`src/hdl/tds_meter_with_alert_timers_top_assert.svh`:
```
// Assertion macros used by the top module, which checks itself.
`ifndef TDS_METER_WITH_ALERT_TIMERS_TOP_ASSERT_SVH
`define TDS_METER_WITH_ALERT_TIMERS_TOP_ASSERT_SVH

// Same-cycle implication, checked on every rising clock edge out of reset.
`define TDSM_ASSERT_NOW(lbl, ante, cons) \
  lbl: assert property (@(posedge clk_i) disable iff (!rst_ni) (ante) |-> (cons)) \
    else $error("tdsm check failed");

// Next-cycle implication.
`define TDSM_ASSERT_NEXT(lbl, ante, cons) \
  lbl: assert property (@(posedge clk_i) disable iff (!rst_ni) (ante) |=> (cons)) \
    else $error("tdsm check failed");

`endif

```
`src/hdl/tdsm_pkg.sv`:
```
package tdsm_pkg;

  // Shared serial arithmetic widths.
  localparam int unsigned MUL_A_W = 28;
  localparam int unsigned MUL_B_W = 24;
  localparam int unsigned DIV_N_W = 48;
  localparam int unsigned DIV_D_W = 24;

  localparam int unsigned SAMPLE_COUNT_DEF = 10;

  // Conversion constants in fixed point.
  localparam logic [23:0] VOLT_SCALE  = 24'd2162688;  // 33 * 65536
  localparam logic [23:0] VOLT_DIV    = 24'd40950;
  localparam logic [23:0] EC_GAIN     = 24'd800;
  localparam logic [10:0] TEMP_OFFSET = 11'd400;
  localparam logic [9:0]  TEMP_MAX    = 10'd960;
  localparam logic [19:0] EC_MAX      = 20'hFFFFF;
  localparam logic [23:0] COEF_CUBE   = 24'd13342;
  localparam logic [23:0] COEF_SQUARE = 24'd25586;
  localparam logic [23:0] COEF_LINEAR = 24'd85739;
  localparam logic [23:0] TDS_DIV     = 24'd1310720;  // 20 * 65536
  localparam logic [16:0] TDS_MAX     = 17'd99999;
  localparam logic [16:0] ANOMALY_LIMIT = 17'd5000;

  // Configuration register indexes.
  localparam logic [1:0] CFG_CAL     = 2'd0;
  localparam logic [1:0] CFG_ROUTINE = 2'd1;
  localparam logic [1:0] CFG_ANOMALY = 2'd2;

  typedef enum logic [1:0] {
    ALERT_NONE    = 2'd0,
    ALERT_ANOMALY = 2'd1,
    ALERT_ROUTINE = 2'd2
  } alert_e;

  typedef enum logic [3:0] {
    S_IDLE,
    S_AVG,
    S_VMUL,
    S_VDIV,
    S_EMUL1,
    S_EMUL2,
    S_EDIV,
    S_E2,
    S_E3,
    S_P3,
    S_P2,
    S_P1,
    S_TDIV,
    S_FINISH
  } state_e;

endpackage

```
`src/hdl/tdsm_mul.sv`:
```
module tdsm_mul #(
  parameter int unsigned A_W = 28,
  parameter int unsigned B_W = 24
) (
  input  logic               clk_i,
  input  logic               rst_ni,
  input  logic               start_i,
  input  logic [A_W-1:0]     a_i,
  input  logic [B_W-1:0]     b_i,
  output logic               done_o,
  output logic [A_W+B_W-1:0] p_o
);

  localparam int unsigned P_W   = A_W + B_W;
  localparam int unsigned CNT_W = $clog2(B_W);

  logic [P_W-1:0]   acc_q, acc_d, a_q, a_d;
  logic [B_W-1:0]   b_q, b_d;
  logic [CNT_W-1:0] cnt_q, cnt_d;
  logic             busy_q, busy_d, done_q, done_d;

  // Shift-add, one multiplier bit per cycle.
  always_comb begin
    acc_d  = acc_q;
    a_d    = a_q;
    b_d    = b_q;
    cnt_d  = cnt_q;
    busy_d = busy_q;
    done_d = 1'b0;
    if (start_i) begin
      acc_d  = '0;
      a_d    = P_W'(a_i);
      b_d    = b_i;
      cnt_d  = '0;
      busy_d = 1'b1;
    end else if (busy_q) begin
      if (b_q[0]) begin
        acc_d = acc_q + a_q;
      end
      a_d   = a_q << 1;
      b_d   = b_q >> 1;
      cnt_d = cnt_q + CNT_W'(1);
      if (cnt_q == CNT_W'(B_W - 1)) begin
        busy_d = 1'b0;
        done_d = 1'b1;
      end
    end
  end

  always_ff @(posedge clk_i or negedge rst_ni) begin
    if (!rst_ni) begin
      busy_q <= 1'b0;
      done_q <= 1'b0;
      cnt_q  <= '0;
    end else begin
      busy_q <= busy_d;
      done_q <= done_d;
      cnt_q  <= cnt_d;
    end
  end

  always_ff @(posedge clk_i) begin
    acc_q <= acc_d;
    a_q   <= a_d;
    b_q   <= b_d;
  end

  assign done_o = done_q;
  assign p_o    = acc_q;

endmodule

```
`src/hdl/tdsm_div.sv`:
```
module tdsm_div #(
  parameter int unsigned N_W = 48,
  parameter int unsigned D_W = 24
) (
  input  logic           clk_i,
  input  logic           rst_ni,
  input  logic           start_i,
  input  logic [N_W-1:0] num_i,
  input  logic [D_W-1:0] den_i,
  output logic           done_o,
  output logic [N_W-1:0] quot_o
);

  localparam int unsigned CNT_W = $clog2(N_W);

  logic [N_W-1:0]   q_q, q_d;
  logic [D_W-1:0]   den_q, den_d, rem_q, rem_d;
  logic [D_W:0]     rem_sh;
  logic [CNT_W-1:0] cnt_q, cnt_d;
  logic             busy_q, busy_d, done_q, done_d;

  // Restoring division, one quotient bit per cycle.
  always_comb begin
    q_d    = q_q;
    den_d  = den_q;
    rem_d  = rem_q;
    cnt_d  = cnt_q;
    busy_d = busy_q;
    done_d = 1'b0;
    rem_sh = {rem_q, q_q[N_W-1]};
    if (start_i) begin
      q_d    = num_i;
      den_d  = den_i;
      rem_d  = '0;
      cnt_d  = '0;
      busy_d = 1'b1;
    end else if (busy_q) begin
      if (rem_sh >= {1'b0, den_q}) begin
        rem_d = D_W'(rem_sh - {1'b0, den_q});
        q_d   = {q_q[N_W-2:0], 1'b1};
      end else begin
        rem_d = rem_sh[D_W-1:0];
        q_d   = {q_q[N_W-2:0], 1'b0};
      end
      cnt_d = cnt_q + CNT_W'(1);
      if (cnt_q == CNT_W'(N_W - 1)) begin
        busy_d = 1'b0;
        done_d = 1'b1;
      end
    end
  end

  always_ff @(posedge clk_i or negedge rst_ni) begin
    if (!rst_ni) begin
      busy_q <= 1'b0;
      done_q <= 1'b0;
      cnt_q  <= '0;
    end else begin
      busy_q <= busy_d;
      done_q <= done_d;
      cnt_q  <= cnt_d;
    end
  end

  always_ff @(posedge clk_i) begin
    q_q   <= q_d;
    den_q <= den_d;
    rem_q <= rem_d;
  end

  assign done_o = done_q;
  assign quot_o = q_q;

endmodule

```
`src/hdl/tds_meter_with_alert_timers_top.sv`:
```
// A sample that does not complete a block is absorbed with no output; a completing sample
// starts a conversion of four divisions (48 quotient bits each) and eight multiplications
// (24 multiplier bits each) on the shared serial units, whose result goes to the output register.
// No new sample is taken while a conversion runs, and the conversion waits at its end
// while an earlier result still sits in the output register.
// Reset (asynchronous, active low) clears sum, index, both alert timers and the output
// valid flag, and loads the configuration registers with their default values.
module tds_meter_with_alert_timers_top #(
  parameter int unsigned SAMPLE_COUNT = tdsm_pkg::SAMPLE_COUNT_DEF
) (
  input  logic               clk_i,
  input  logic               rst_ni,
  input  logic               cfg_we_i,
  input  logic [1:0]         cfg_idx_i,
  input  logic [31:0]        cfg_data_i,
  input  logic               in_valid_i,
  output logic               in_ready_o,
  input  logic [11:0]        adc_sample_i,
  input  logic signed [11:0] water_temp_i,
  input  logic [31:0]        now_ms_i,
  output logic               out_valid_o,
  input  logic               out_ready_i,
  output logic [16:0]        tds_tenths_o,
  output logic [11:0]        average_adc_o,
  output logic [2:0]         quality_class_o,
  output logic [1:0]         alert_kind_o,
  output logic               temp_clamped_o,
  output logic               tds_saturated_o
);

  import tdsm_pkg::*;

  `include "tds_meter_with_alert_timers_top_assert.svh"

  // The block length, matched against the index plus one; the index counter is four bits wide.
  localparam logic [3:0] IDX_LAST = 4'(SAMPLE_COUNT);

  state_e state_q, state_d;

  // Configuration registers.
  logic [15:0] cal_q, cal_d;
  logic [31:0] routine_iv_q, routine_iv_d, anomaly_iv_q, anomaly_iv_d;

  // Accumulation and alert timer state.
  logic [15:0] sum_q, sum_d, sum_next;
  logic [3:0]  idx_q, idx_d;
  logic [31:0] routine_last_q, routine_last_d, anomaly_last_q, anomaly_last_d;

  // Working registers of the conversion sequence.
  logic [11:0]        avg_q, avg_d;
  logic [9:0]         t16_q, t16_d;
  logic               clamp_q, clamp_d;
  logic [31:0]        now_q, now_d;
  logic [19:0]        ec_q, ec_d;
  logic [23:0]        e2_q, e2_d;
  logic signed [49:0] s_q, s_d;
  logic [16:0]        tds_q, tds_d;
  logic               sat_q, sat_d;

  // Output register.
  logic        out_valid_q, out_valid_d;
  logic [16:0] out_tds_q, out_tds_d;
  logic [11:0] out_avg_q, out_avg_d;
  logic [2:0]  out_cls_q, out_cls_d;
  alert_e      out_alert_q, out_alert_d;
  logic        out_clamp_q, out_clamp_d;
  logic        out_sat_q, out_sat_d;

  // Shared serial units.
  logic                       mul_start, mul_done;
  logic [MUL_A_W-1:0]         mul_a;
  logic [MUL_B_W-1:0]         mul_b;
  logic [MUL_A_W+MUL_B_W-1:0] mul_p;
  logic                       div_start, div_done;
  logic [DIV_N_W-1:0]         div_num, div_quot;
  logic [DIV_D_W-1:0]         div_den;

  logic [10:0] temp_den;
  logic [31:0] since_anomaly, since_routine;
  logic [2:0]  cls;

  // Terms used by the checks at the end.
  logic last_sample, out_anomaly;

  tdsm_mul #(.A_W(MUL_A_W), .B_W(MUL_B_W)) u_mul (
    .clk_i, .rst_ni,
    .start_i (mul_start),
    .a_i     (mul_a),
    .b_i     (mul_b),
    .done_o  (mul_done),
    .p_o     (mul_p)
  );

  tdsm_div #(.N_W(DIV_N_W), .D_W(DIV_D_W)) u_div (
    .clk_i, .rst_ni,
    .start_i (div_start),
    .num_i   (div_num),
    .den_i   (div_den),
    .done_o  (div_done),
    .quot_o  (div_quot)
  );

  assign in_ready_o    = (state_q == S_IDLE);
  assign sum_next      = sum_q + 16'(adc_sample_i);
  assign temp_den      = TEMP_OFFSET + 11'(t16_q);
  assign since_anomaly = now_q - anomaly_last_q;
  assign since_routine = now_q - routine_last_q;

  // Quality band from the TDS in tenths of ppm.
  always_comb begin
    if (tds_q <= 17'd500) begin
      cls = 3'd0;
    end else if (tds_q <= 17'd1000) begin
      cls = 3'd1;
    end else if (tds_q <= 17'd2000) begin
      cls = 3'd2;
    end else if (tds_q <= 17'd3000) begin
      cls = 3'd3;
    end else if (tds_q <= 17'd4000) begin
      cls = 3'd4;
    end else if (tds_q <= 17'd5000) begin
      cls = 3'd5;
    end else begin
      cls = 3'd6;
    end
  end

  // Configuration writes; an index past the list is ignored.
  always_comb begin
    cal_d        = cal_q;
    routine_iv_d = routine_iv_q;
    anomaly_iv_d = anomaly_iv_q;
    if (cfg_we_i) begin
      unique case (cfg_idx_i)
        CFG_CAL:     cal_d        = cfg_data_i[15:0];
        CFG_ROUTINE: routine_iv_d = cfg_data_i;
        CFG_ANOMALY: anomaly_iv_d = cfg_data_i;
        default:     ;
      endcase
    end
  end

  // Sequencer: each state from S_AVG to S_P1 waits for one serial operation, stores what it needs
  // of the result and launches the next one in the same cycle; S_TDIV ends with the last division.
  always_comb begin
    state_d        = state_q;
    sum_d          = sum_q;
    idx_d          = idx_q;
    routine_last_d = routine_last_q;
    anomaly_last_d = anomaly_last_q;
    avg_d          = avg_q;
    t16_d          = t16_q;
    clamp_d        = clamp_q;
    now_d          = now_q;
    ec_d           = ec_q;
    e2_d           = e2_q;
    s_d            = s_q;
    tds_d          = tds_q;
    sat_d          = sat_q;
    out_valid_d    = out_valid_q && !out_ready_i;
    out_tds_d      = out_tds_q;
    out_avg_d      = out_avg_q;
    out_cls_d      = out_cls_q;
    out_alert_d    = out_alert_q;
    out_clamp_d    = out_clamp_q;
    out_sat_d      = out_sat_q;
    mul_start      = 1'b0;
    mul_a          = '0;
    mul_b          = '0;
    div_start      = 1'b0;
    div_num        = '0;
    div_den        = '0;

    unique case (state_q)
      S_IDLE: begin
        if (in_valid_i) begin
          if (idx_q + 4'd1 == IDX_LAST) begin
            // The completing sample starts the conversion with the block average.
            sum_d     = '0;
            idx_d     = '0;
            now_d     = now_ms_i;
            div_start = 1'b1;
            div_num   = DIV_N_W'(sum_next);
            div_den   = DIV_D_W'(SAMPLE_COUNT);
            if (water_temp_i < 0) begin
              t16_d   = '0;
              clamp_d = 1'b1;
            end else if (water_temp_i > $signed({2'b00, TEMP_MAX})) begin
              t16_d   = TEMP_MAX;
              clamp_d = 1'b1;
            end else begin
              t16_d   = water_temp_i[9:0];
              clamp_d = 1'b0;
            end
            state_d = S_AVG;
          end else begin
            sum_d = sum_next;
            idx_d = idx_q + 4'd1;
          end
        end
      end
      S_AVG: begin
        if (div_done) begin
          avg_d     = div_quot[11:0];
          mul_start = 1'b1;
          mul_a     = MUL_A_W'(div_quot[11:0]);
          mul_b     = MUL_B_W'(VOLT_SCALE);
          state_d   = S_VMUL;
        end
      end
      S_VMUL: begin
        if (mul_done) begin
          div_start = 1'b1;
          div_num   = DIV_N_W'(mul_p);
          div_den   = DIV_D_W'(VOLT_DIV);
          state_d   = S_VDIV;
        end
      end
      S_VDIV: begin
        if (div_done) begin
          // Volts in Q2.16 times 800.
          mul_start = 1'b1;
          mul_a     = MUL_A_W'(div_quot[17:0]);
          mul_b     = MUL_B_W'(EC_GAIN);
          state_d   = S_EMUL1;
        end
      end
      S_EMUL1: begin
        if (mul_done) begin
          mul_start = 1'b1;
          mul_a     = mul_p[MUL_A_W-1:0];
          mul_b     = MUL_B_W'(cal_q);
          state_d   = S_EMUL2;
        end
      end
      S_EMUL2: begin
        if (mul_done) begin
          // Temperature coefficient times 800, times 4096 for the calibration scale.
          div_start = 1'b1;
          div_num   = DIV_N_W'(mul_p);
          div_den   = DIV_D_W'({temp_den, 12'd0});
          state_d   = S_EDIV;
        end
      end
      S_EDIV: begin
        if (div_done) begin
          if (div_quot > DIV_N_W'(EC_MAX)) begin
            ec_d = EC_MAX;
          end else begin
            ec_d = div_quot[19:0];
          end
          mul_start = 1'b1;
          mul_a     = MUL_A_W'(ec_d);
          mul_b     = MUL_B_W'(ec_d);
          state_d   = S_E2;
        end
      end
      S_E2: begin
        if (mul_done) begin
          e2_d      = mul_p[39:16];
          mul_start = 1'b1;
          mul_a     = MUL_A_W'(mul_p[39:16]);
          mul_b     = MUL_B_W'(ec_q);
          state_d   = S_E3;
        end
      end
      S_E3: begin
        if (mul_done) begin
          mul_start = 1'b1;
          mul_a     = MUL_A_W'(mul_p[43:16]);
          mul_b     = MUL_B_W'(COEF_CUBE);
          state_d   = S_P3;
        end
      end
      S_P3: begin
        if (mul_done) begin
          s_d       = $signed({2'b00, mul_p[47:0]});
          mul_start = 1'b1;
          mul_a     = MUL_A_W'(e2_q);
          mul_b     = MUL_B_W'(COEF_SQUARE);
          state_d   = S_P2;
        end
      end
      S_P2: begin
        if (mul_done) begin
          s_d       = s_q - $signed({2'b00, mul_p[47:0]});
          mul_start = 1'b1;
          mul_a     = MUL_A_W'(ec_q);
          mul_b     = MUL_B_W'(COEF_LINEAR);
          state_d   = S_P1;
        end
      end
      S_P1: begin
        if (mul_done) begin
          s_d       = s_q + $signed({2'b00, mul_p[47:0]});
          div_start = 1'b1;
          // A negative polynomial value counts as zero.
          div_num   = s_d[49] ? '0 : DIV_N_W'(s_d[47:0]);
          div_den   = DIV_D_W'(TDS_DIV);
          state_d   = S_TDIV;
        end
      end
      S_TDIV: begin
        if (div_done) begin
          if (div_quot > DIV_N_W'(TDS_MAX)) begin
            tds_d = TDS_MAX;
            sat_d = 1'b1;
          end else begin
            tds_d = div_quot[16:0];
            sat_d = 1'b0;
          end
          state_d = S_FINISH;
        end
      end
      S_FINISH: begin
        // Once the output register is free, post the result; an alert restarts both timers.
        if (!out_valid_q || out_ready_i) begin
          out_valid_d = 1'b1;
          out_tds_d   = tds_q;
          out_avg_d   = avg_q;
          out_cls_d   = cls;
          out_clamp_d = clamp_q;
          out_sat_d   = sat_q;
          out_alert_d = ALERT_NONE;
          if (tds_q > ANOMALY_LIMIT) begin
            if (since_anomaly >= anomaly_iv_q) begin
              out_alert_d    = ALERT_ANOMALY;
              anomaly_last_d = now_q;
              routine_last_d = now_q;
            end
          end else begin
            if (since_routine >= routine_iv_q) begin
              out_alert_d    = ALERT_ROUTINE;
              anomaly_last_d = now_q;
              routine_last_d = now_q;
            end
          end
          state_d = S_IDLE;
        end
      end
      default: state_d = S_IDLE;
    endcase
  end

  always_ff @(posedge clk_i or negedge rst_ni) begin
    if (!rst_ni) begin
      state_q        <= S_IDLE;
      cal_q          <= 16'd4096;
      routine_iv_q   <= 32'd1260000;
      anomaly_iv_q   <= 32'd600000;
      sum_q          <= '0;
      idx_q          <= '0;
      routine_last_q <= '0;
      anomaly_last_q <= '0;
      out_valid_q    <= 1'b0;
    end else begin
      state_q        <= state_d;
      cal_q          <= cal_d;
      routine_iv_q   <= routine_iv_d;
      anomaly_iv_q   <= anomaly_iv_d;
      sum_q          <= sum_d;
      idx_q          <= idx_d;
      routine_last_q <= routine_last_d;
      anomaly_last_q <= anomaly_last_d;
      out_valid_q    <= out_valid_d;
    end
  end

  always_ff @(posedge clk_i) begin
    avg_q       <= avg_d;
    t16_q       <= t16_d;
    clamp_q     <= clamp_d;
    now_q       <= now_d;
    ec_q        <= ec_d;
    e2_q        <= e2_d;
    s_q         <= s_d;
    tds_q       <= tds_d;
    sat_q       <= sat_d;
    out_tds_q   <= out_tds_d;
    out_avg_q   <= out_avg_d;
    out_cls_q   <= out_cls_d;
    out_alert_q <= out_alert_d;
    out_clamp_q <= out_clamp_d;
    out_sat_q   <= out_sat_d;
  end

  assign out_valid_o     = out_valid_q;
  assign tds_tenths_o    = out_tds_q;
  assign average_adc_o   = out_avg_q;
  assign quality_class_o = out_cls_q;
  assign alert_kind_o    = out_alert_q;
  assign temp_clamped_o  = out_clamp_q;
  assign tds_saturated_o = out_sat_q;

  assign last_sample = in_valid_i && in_ready_o && (idx_q + 4'd1 == IDX_LAST);
  assign out_anomaly = out_valid_o && (alert_kind_o == ALERT_ANOMALY);

  // Only one serial unit is ever at work, so their completions never coincide.
  `TDSM_ASSERT_NOW(a_one_unit, mul_done, !div_done)
  // A completing sample always starts the averaging division.
  `TDSM_ASSERT_NEXT(a_block_start, last_sample, state_q == S_AVG)
  // An anomaly alert is only raised above the TDS limit.
  `TDSM_ASSERT_NOW(a_anomaly_limit, out_anomaly, tds_tenths_o > ANOMALY_LIMIT)
  // A saturated result carries the full-scale value.
  `TDSM_ASSERT_NOW(a_sat_value, out_valid_o && tds_saturated_o, tds_tenths_o == TDS_MAX)

endmodule

```
`config.mk`:
```
export PLATFORM = sky130hd
export DESIGN_NAME = tds_meter_with_alert_timers_top
export DESIGN_NICKNAME = d
export VERILOG_FILES = /design/src/hdl/tdsm_pkg.sv /design/src/hdl/tdsm_mul.sv /design/src/hdl/tdsm_div.sv /design/src/hdl/tds_meter_with_alert_timers_top.sv
export VERILOG_INCLUDE_DIRS = /design/src /design/src/hdl
export SDC_FILE = /design/constraint.sdc
export NUM_CORES = 1
export LEC_CHECK = 0
export BUFFER_PORTS_ARGS = -buffer_cell sky130_fd_sc_hd__buf_2
export CORE_MARGIN = 2
export CORE_UTILIZATION = 35
export CTS_CLUSTER_SIZE = 12
export DETAILED_ROUTE_END_ITERATION = 6
export MAX_ROUTING_LAYER = met4
export PLACE_DENSITY = 0.46
export SETUP_SLACK_MARGIN = 0.3
export SLEW_MARGIN = 5
export SYNTH_ARGS = -nofsm -noshare
export SYNTH_HDL_FRONTEND = slang
export SYNTH_SLANG_ARGS = --single-unit
```
`constraint.sdc`:
```
create_clock -name clk_i -period 6.18 [get_ports clk_i]
set_clock_uncertainty 0.05 [all_clocks]
set_input_delay 0.309 -clock clk_i [delete_from_list [all_inputs] [get_ports clk_i]]
set_output_delay 0.309 -clock clk_i [all_outputs]
set_load 0.005 [all_outputs]
```
==> results of run 1 <==
-- logic make-up after synthesis --
family                   count (synthesis)
XOR/XNOR                               194
buffers and inverters                  441
AND/OR/NAND/NOR                       1016
adder cells (fa/ha/maj)                284
AO/OA/AOI/OAI                         1108
flip-flops                             559
multiplexers                           148
-- path summary, 6_finish.rpt --
check / end / depth (start not counted) / startpoint
worst min-delay path: sum_q[0] / 4 / adc_sample_i[0]
worst max register to register: anomaly_last_q[27] / 24 / anomaly_last_q[7]
max in group asynchronous: u_mul.cnt_q[0] / 3 / rst_ni
worst min register to register: average_adc_o[3] / 0 / avg_q[3]
min in group asynchronous: anomaly_last_q[16] / 2 / rst_ni
worst max-delay path: anomaly_last_q[27] / 24 / anomaly_last_q[7]
-- power groups by stage --
stage / clock [W] / combinational (W) / sequential (W)
2_1_floorplan: 0 / 0.00420 / 0.00522
3_3_place_gp: 0 / 0.00587 / 0.00548
3_5_place_dp: 0 / 0.00584 / 0.00547
4_1_cts: 0.00436 / 0.00593 / 0.00541
5_1_grt: 0.00450 / 0.00664 / 0.00550
6_report: 0.00424 / 0.00596 / 0.00542
-- flip-flops by register name (all words and copies together), names as in the netlist, 17 cells and up --
signal          count
now_q              32
routine_iv_q       32
tds_q              17
e2_q               24
u_div.rem_q        24
tds_tenths_o       17
u_mul.p_o          48
u_mul.b_q          22
u_mul.a_q          48
anomaly_last_q     32
u_div.quot_o       48
anomaly_iv_q       32
s_q                50
ec_q               20
-- Yosys cell counts (39+ instances only) --
library cell    n
edfxtp_1      315
nand2_1       314
a21oi_1       306
nor2_1        293
ha_1          277
inv_1         252
o21ai_0       187
clkbuf_1      161
xnor2_1       143
dfrtp_1       133
mux2_2        114
dfxtp_1        92
a21o_1         84
a22oi_1        60
a31oi_1        59
nor3_1         56
nand3_1        55
xor2_1         51
o21bai_1       45
o31ai_1        44
nand4_1        43
nor2b_1        43
or2_2          43
nand2b_1       39
-- what timing repair did --
action,4_1_cts,5_1_grt
resized for setup,3,23
pin swaps,0,18
gates cloned,0,3
hold buffers,82,0
endpoints found under the hold margin,182,0
setup endpoints to repair,32,32
setup buffers,0,3
-- worst min-delay path: stages --
cell	delay, ns
buf_2	0.08
ha_1	0.18
nand2_1	0.06
o21ai_0	0.13
-- layout by cell type, fill, tap and decap left out, types with 36 or more instances in the layout --
master         instances
a21oi_1              302
o21bai_1              45
inv_1                249
a22oi_1               60
buf_2                131
edfxtp_1             315
ha_1                 273
clkbuf_16             74
a211oi_1              36
xnor2_1              143
dfxtp_1               92
nand2b_1              37
nor2b_1               43
buf_4                 86
nand4_1               43
dlygate4sd3_1         82
nor2_1               290
or2_2                 42
nand3_1               54
o21ai_0              185
nand2_1              311
xor2_1                51
nor3_1                53
a21o_1                84
o31ai_1               43
mux2_2               114
a31oi_1               58
dfrtp_1              133
-- area by class of cell --
class	instances	area, um2
sequential	559	15130
multi-input combinational	2750	19280
timing repair buffer	305	2238
tap	1368	1712
clock inverter	33	376.6
antenna	1	2.502
clock buffer	97	1936
fill	10090	60120
inverter	253	949.7
-- per-stage QoR --
| step | TNS, ns | power, W |
|---|---|---|
| after CTS | 0 | 0.01570 |
| after global placement | 0 | 0.01135 |
| after detailed placement | -1.487 | 0.01132 |
| after floorplan | 0 | 0.009415 |
| after global routing | 0 | 0.01664 |
| final | 0 | 0.01562 |
-- metal layers --
| layer | part of all wire (%) | global-route usage [%] |
|---|---|---|
| met4 | 2.1 | 5.772 |
| met2 | 43 | 33.66 |
| met3 | 5.7 | 3.278 |
| met1 | 49 | 32.20 |
| met5 | 0 | - |
==> flow_metrics.py, run 1 <==
metrics = {
    "critical_path": {
        "end_kind": "register",
        "crit_arrival_ns": 6.03,
        "cp.buffers_inverters": 2,
        "worstPathCellList": "inv_2, ha_4, a211o_1, a221o_1, o31ai_4, a21oi_2, nor2_2, o22ai_2, a221oi_2, o21ai_1, o211ai_1, a221oi_1, or3_4, ha_4, nand4_1, or2_4, a2111oi_4, nand3_1, o211ai_1, a31oi_1, a21oi_1, o21a_2, clkbuf_16, mux2_2",
        "critPathMaxFanout": 8,
        "slowest_delay_ns": 0.39,
        "cp.required_ns": 6.64,
        "cp_top_family": "compound AO/OA/AOI/OAI gates",
        "start_kind": "register",
        "worstSetupPathType": "register to register",
        "r2r_slack_ns": 0.62,
        "crit_path_top_delay_cell": "dfrtp_1",
    },
    "power_and_ir_drop": {
        "p_sw_share_pct": 38.48,
        "p_int_w": 0.009610,
        "power_switching_w": 0.006010,
        "p_clk_share_pct": 27.1,
        "p_leak_nw": 16.75,
        "share_seq_of_total_power_pct": 34.7,
        "p_comb_share_pct": 38.1,
        "vdd_drop_max_mv": 0.2055,
        "pwr_density_cell_mw_per_mm2": 375.3,
    },
    "logic_synthesis": {
        "synthFlopType": "edfxtp_1",
        "synthMuxAreaShare_pct": 4.527,
        "synth_xor_area_share_pct": 4.736,
        "async_flop_share_pct": 27.19,
        "synth_top_family_by_area": "compound AO/OA/AOI/OAI gates",
        "synthSimpleGateAreaFrac_pct": 13.30,
        "yosys_warnings": 0,
        "yosysTopAreaCellShare_pct": 26.37,
        "yosysTopAreaCell": "edfxtp_1",
        "synth_compound_area_share_pct": 20.56,
        "netlist_instances": 3750,
        "synth_edf_count": 315,
        "synthTopCellsByArea": "edfxtp_1 26%, ha_1 9.7%, dfrtp_1 9.3%",
        "ys_ff_latch": 559,
        "synth_fp_nets": 4128,
        "synthesis.area_mm2": 0.03588,
        "ys_seq_area_share_pct": 42.17,
        "syn_avg_cell_area_um2": 9.567,
        "synth_cell_type_count": 88,
        "synth_fa_ha_area_share_pct": 10.02,
    },
    "finish": {
        "utilization_pct": 40.91,
        "final_area_mm2": 0.04163,
        "final_cell_count_no_fill": 5366,
        "final_nets": 4318,
        "area_growth_pct": 16.03,
        "drive_gt1_share_pct": 13.96,
    },
    "floorplan": {
        "ioPinCount": 133,
        "die-area_mm2": 0.1051,
        "die_h_um": 324.2,
        "coreArea_mm2": 0.1017,
        "row_count": 117,
        "die_w_um": 324.2,
        "initial_utilization_pct": 35.26,
    },
    "timing": {
        "worst_pin_slew_ns": 1.144,
        "rsz0062_at_grt": "false",
        "max_freq_ghz": 0.1798,
        "timing.final.hold_violations": 0,
        "finalSetupViolations": 0,
        "final-max-slew-violation-count": 0,
        "worst_slack_ns": 0.6171,
        "period_minus_slack_ns": 5.563,
        "finalHoldWorstSlack_ns": 0.1150,
        "fin_crit_sh_pct": 90.01,
        "slew_headroom_pct": 23.76,
    },
    "placed_design": {
        "place_inst": 5147,
        "dp_hpwl_um": 83930,
        "placed_area_mm2": 0.03827,
        "finalWeightedCongestion": 0.8878,
        "place_ws_ns": -0.05549,
        "port-buffer-count": 132,
    },
    "grt": {
        "antenna_found_initial": 2,
        "grt_pass1_vias": 28690,
        "grt_pass1_wl_um": 177800,
        "grtUsageTotal_pct": 22.65,
        "grt_max_degree": 87,
        "grt-ovfl-total": 0,
    },
    "job": {
        "max-cap-violations": 0,
    },
    "drt": {
        "vias": 29330,
        "routed_wl_um": 116900,
        "final_antenna_net_count": 0,
        "drtPass1Iterations": 6,
        "wire_per_inst_um": 21.79,
        "avgViaCountPerCell": 5.465,
        "remaining_drc_errors": 0,
        "drt_iter0_markers": 2370,
    },
    "clock_network": {
        "clk_latency_ns": 0.65,
        "htree_levels": 3,
        "clk_pin_slew_ns": 0.06,
        "cts_buffer_depth": 3,
        "cts_tree": "yes",
        "cts_num_sinks": 559,
        "cts_inserted_buffers": 71,
        "root_buffer": "clkbuf_16",
    },
    "outcome": {
        "status": "complete, no violations",
    },
    "hold_path": {
        "hold_path_class": "input pin to register",
    },
}
No activity file was read; power rests on OpenSTA's default activity.
==> run 2, diff against run 1 <==
--- a/config.mk
+++ b/config.mk
@@ -6,6 +6,7 @@
 export SDC_FILE = /design/constraint.sdc
 export NUM_CORES = 1
 export LEC_CHECK = 0
+export ABC_AREA = 1
 export BUFFER_PORTS_ARGS = -buffer_cell sky130_fd_sc_hd__buf_2
 export CORE_MARGIN = 2
 export CORE_UTILIZATION = 35
==> run 2 against run 1 <==
Net effect: clock power increased by 5.2%; flip-flop and latch count unchanged; via count rose by 30%; worst hold slack worse by 0.059 ns; cell count up 37%; critical path type unchanged; critical endpoint is now anomaly_last_q[30]; largest cell class unchanged; setup slack better by 0.99 ns; routed wire length up 39%; critical path depth fell by 1; synthesized cell count increased by 48%.
==> flow_metrics.py, run 2 <==
metrics = {
    "outcome": {
        "status": "complete, no violations",
    },
    "logic_synthesis": {
        "synth_xor_area_share_pct": 2.070,
        "synth_compound_area_share_pct": 14.16,
        "synth_edf_count": 315,
        "synthFlopType": "edfxtp_1",
        "synthMuxAreaShare_pct": 0,
        "ys_seq_area_share_pct": 37.64,
        "yosys-top-cells-count": "1358 x nand2_1, 804 x inv_1, 608 x nor2_1",
        "yosys_warnings": 0,
        "synthSimpleGateAreaFrac_pct": 27.66,
        "netlist_instances": 5566,
        "synth_cell_type_count": 65,
        "async_flop_share_pct": 27.19,
        "synth_top_family_by_area": "simple AND/OR/NAND/NOR gates",
        "synth_fa_ha_area_share_pct": 8.921,
        "yosysMostFrequentCell": "nand2_1",
        "yosysTopAreaCell": "edfxtp_1",
        "synthTopCellsByArea": "edfxtp_1 24%, nand2_1 13%, ha_1 8.6%",
        "ys_ff_latch": 559,
        "synth_fp_nets": 5944,
        "syn_avg_cell_area_um2": 7.222,
        "synthesis.area_mm2": 0.04020,
        "yosysTopAreaCellShare_pct": 23.53,
    },
    "critical_path": {
        "end_kind": "register",
        "start_kind": "register",
        "critPathMaxFanout": 33,
        "crit_arrival_ns": 5.08,
        "worstSetupPathType": "register to register",
        "reg2reg_depth": 23,
        "cp.required_ns": 6.69,
    },
    "floorplan": {
        "ioPinCount": 133,
        "die_h_um": 342.9,
        "row_count": 124,
        "die_w_um": 342.9,
        "initial_utilization_pct": 35.20,
        "coreArea_mm2": 0.1142,
        "die-area_mm2": 0.1176,
    },
    "timing": {
        "final-max-slew-violation-count": 0,
        "period_minus_slack_ns": 4.569,
        "finalHoldWorstSlack_ns": 0.05649,
        "max_freq_ghz": 0.2189,
        "worst_slack_ns": 1.611,
        "final.setup.tns_ns": 0,
        "rsz0062_at_grt": "false",
        "slew_headroom_pct": 26.03,
        "timing.final.hold_violations": 0,
        "fin_crit_sh_pct": 73.93,
        "finalSetupViolations": 0,
        "worst_pin_slew_ns": 1.105,
    },
    "placed_design": {
        "port-buffer-count": 132,
        "dp_hpwl_um": 129600,
        "finalWeightedCongestion": 0.9977,
        "place_ws_ns": 1.546,
        "place_inst": 7124,
    },
    "finish": {
        "final_nets": 6146,
        "mostFrequentLayoutCells": "1356 x nand2_1, 804 x inv_1, 606 x nor2_1",
        "regMostFlops": "s_q",
        "largest_reg_flops": 50,
        "area_growth_pct": 13.98,
        "final_common_cell": "nand2_1",
        "drive_gt1_share_pct": 7.327,
        "fill_cells": 12180,
        "final_cell_count_no_fill": 7341,
    },
    "clock_network": {
        "cts_buffer_depth": 3,
        "cts_tree": "yes",
        "clk_pin_slew_ns": 0.06,
        "htree_levels": 3,
        "cts_hold_buf": 80,
        "ctsResizeCount": 0,
        "clk_latency_ns": 0.67,
        "cts_inserted_buffers": 74,
        "root_buffer": "clkbuf_16",
        "cts_num_sinks": 559,
        "post_cts_buffers": 0,
    },
    "drt": {
        "avgViaCountPerCell": 5.188,
        "final_antenna_net_count": 0,
        "drtPass1Iterations": 6,
        "remaining_drc_errors": 0,
        "wire_per_inst_um": 22.20,
        "vias": 38080,
        "routed_wl_um": 163000,
        "drt_iter0_markers": 3395,
    },
    "grt": {
        "grt_pass1_vias": 36430,
        "grt-ovfl-total": 0,
        "grt_pass1_wl_um": 240100,
        "antenna_found_initial": 1,
        "grt_max_degree": 69,
        "grtUsageTotal_pct": 28.16,
    },
    "power_and_ir_drop": {
        "p_leak_nw": 20.72,
        "power_switching_w": 0.002105,
        "pwr_density_cell_mw_per_mm2": 194.8,
        "p_int_w": 0.006819,
        "share_seq_of_total_power_pct": 45.5,
        "vdd_drop_max_mv": 0.2026,
        "p_clk_share_pct": 50.0,
        "p_sw_share_pct": 23.59,
        "p_comb_share_pct": 4.5,
    },
    "hold_path": {
        "holdPathStages": 3,
        "hold_path_class": "input pin to register",
    },
    "job": {
        "max-cap-violations": 0,
    },
}
## run 2: power by group through the flow
stage / combinational (W) / sequential [W] / clock [W]
finish: 0.000400 / 0.00406 / 0.00446
global route: 0.000469 / 0.00407 / 0.00469
CTS: 0.000408 / 0.00407 / 0.00456
detailed placement: 0.000364 / 0.00414 / 0
global placement: 0.000366 / 0.00414 / 0
floorplan: 0.000225 / 0.00411 / 0
## run 2: logic make-up (layout without fill, tap and decap cells)
logic type,after synthesis,count (layout)
AOI/OAI and AO/OA,1021,1021
xor gates and xnor gates,95,95
adders and majority gates,283,283
buffers and inverters,980,1242
DFF,559,559
other,0,1
and+or+nand+nor,2628,2628
## run 2: worst max-delay path, cell delays in order (launching register included)
cell and delay (ns):
edfxtp_1 0.40, ha_1 0.36, a21oi_1 0.16, nand2_1 0.10
a21boi_0 0.35, o21ai_0 0.30, nand3_1 0.14, nand3_1 0.16
a21oi_1 0.20, xor2_1 0.11, ha_1 0.31, nand2_1 0.07
nor2_1 0.13, nand4_1 0.14, nor2_1 0.21, nand4_1 0.13
nand3_1 0.11, nand2_1 0.07, nand2_1 0.08, buf_4 0.34
nand2_1 0.09, buf_4 0.25, nand2_1 0.10, nand2_1 0.06
## run 2: path summary, 6_finish.rpt
path                                  from                 end  slack [ns]
hold / removal             adc_sample_i[0]            sum_q[0]        0.06
max in group asynchronous           rst_ni        u_mul.done_o        4.56
min in group asynchronous           rst_ni            idx_q[2]        0.10
setup / recovery                  now_q[2]  anomaly_last_q[30]        1.61
hold reg to reg                   avg_q[9]    average_adc_o[9]        0.37
setup reg to reg                  now_q[2]  anomaly_last_q[30]        1.61
## run 2: per-stage QoR
stage	utilization (%)	power, W	area [um2]
2_1_floorplan	-	0.004338	40200
3_3_place_gp	37.27	0.004503	42560
3_5_place_dp	37.27	0.004504	42560
4_1_cts	40.12	0.009039	45810
5_1_grt	40.12	0.009228	45810
6_report	40.12	0.008925	45820
## run 2: cell type report
class	instances	area, um2	area share, %
clock inverter	28	372.9	0.8138
multi-input combinational	4027	21280	46.44
antenna	1	2.502	0.005462
sequential	559	15130	33.03
timing repair buffer	267	1906	4.159
clock buffer	108	2083	4.547
inverter	839	3149	6.874
tap	1512	1892	4.129
## run 2: layer usage
| layer | wire (um) | GRT usage [%] | vias up |
|---|---|---|---|
| met2 | 75960 | 45.46 | 1191 |
| met4 | 7289 | 10.89 | 0 |
| met5 | 0 | - | - |
| li1 | - | - | 18830 |
| met3 | 8228 | 3.153 | 253 |
| met1 | 71480 | 36.15 | 17810 |
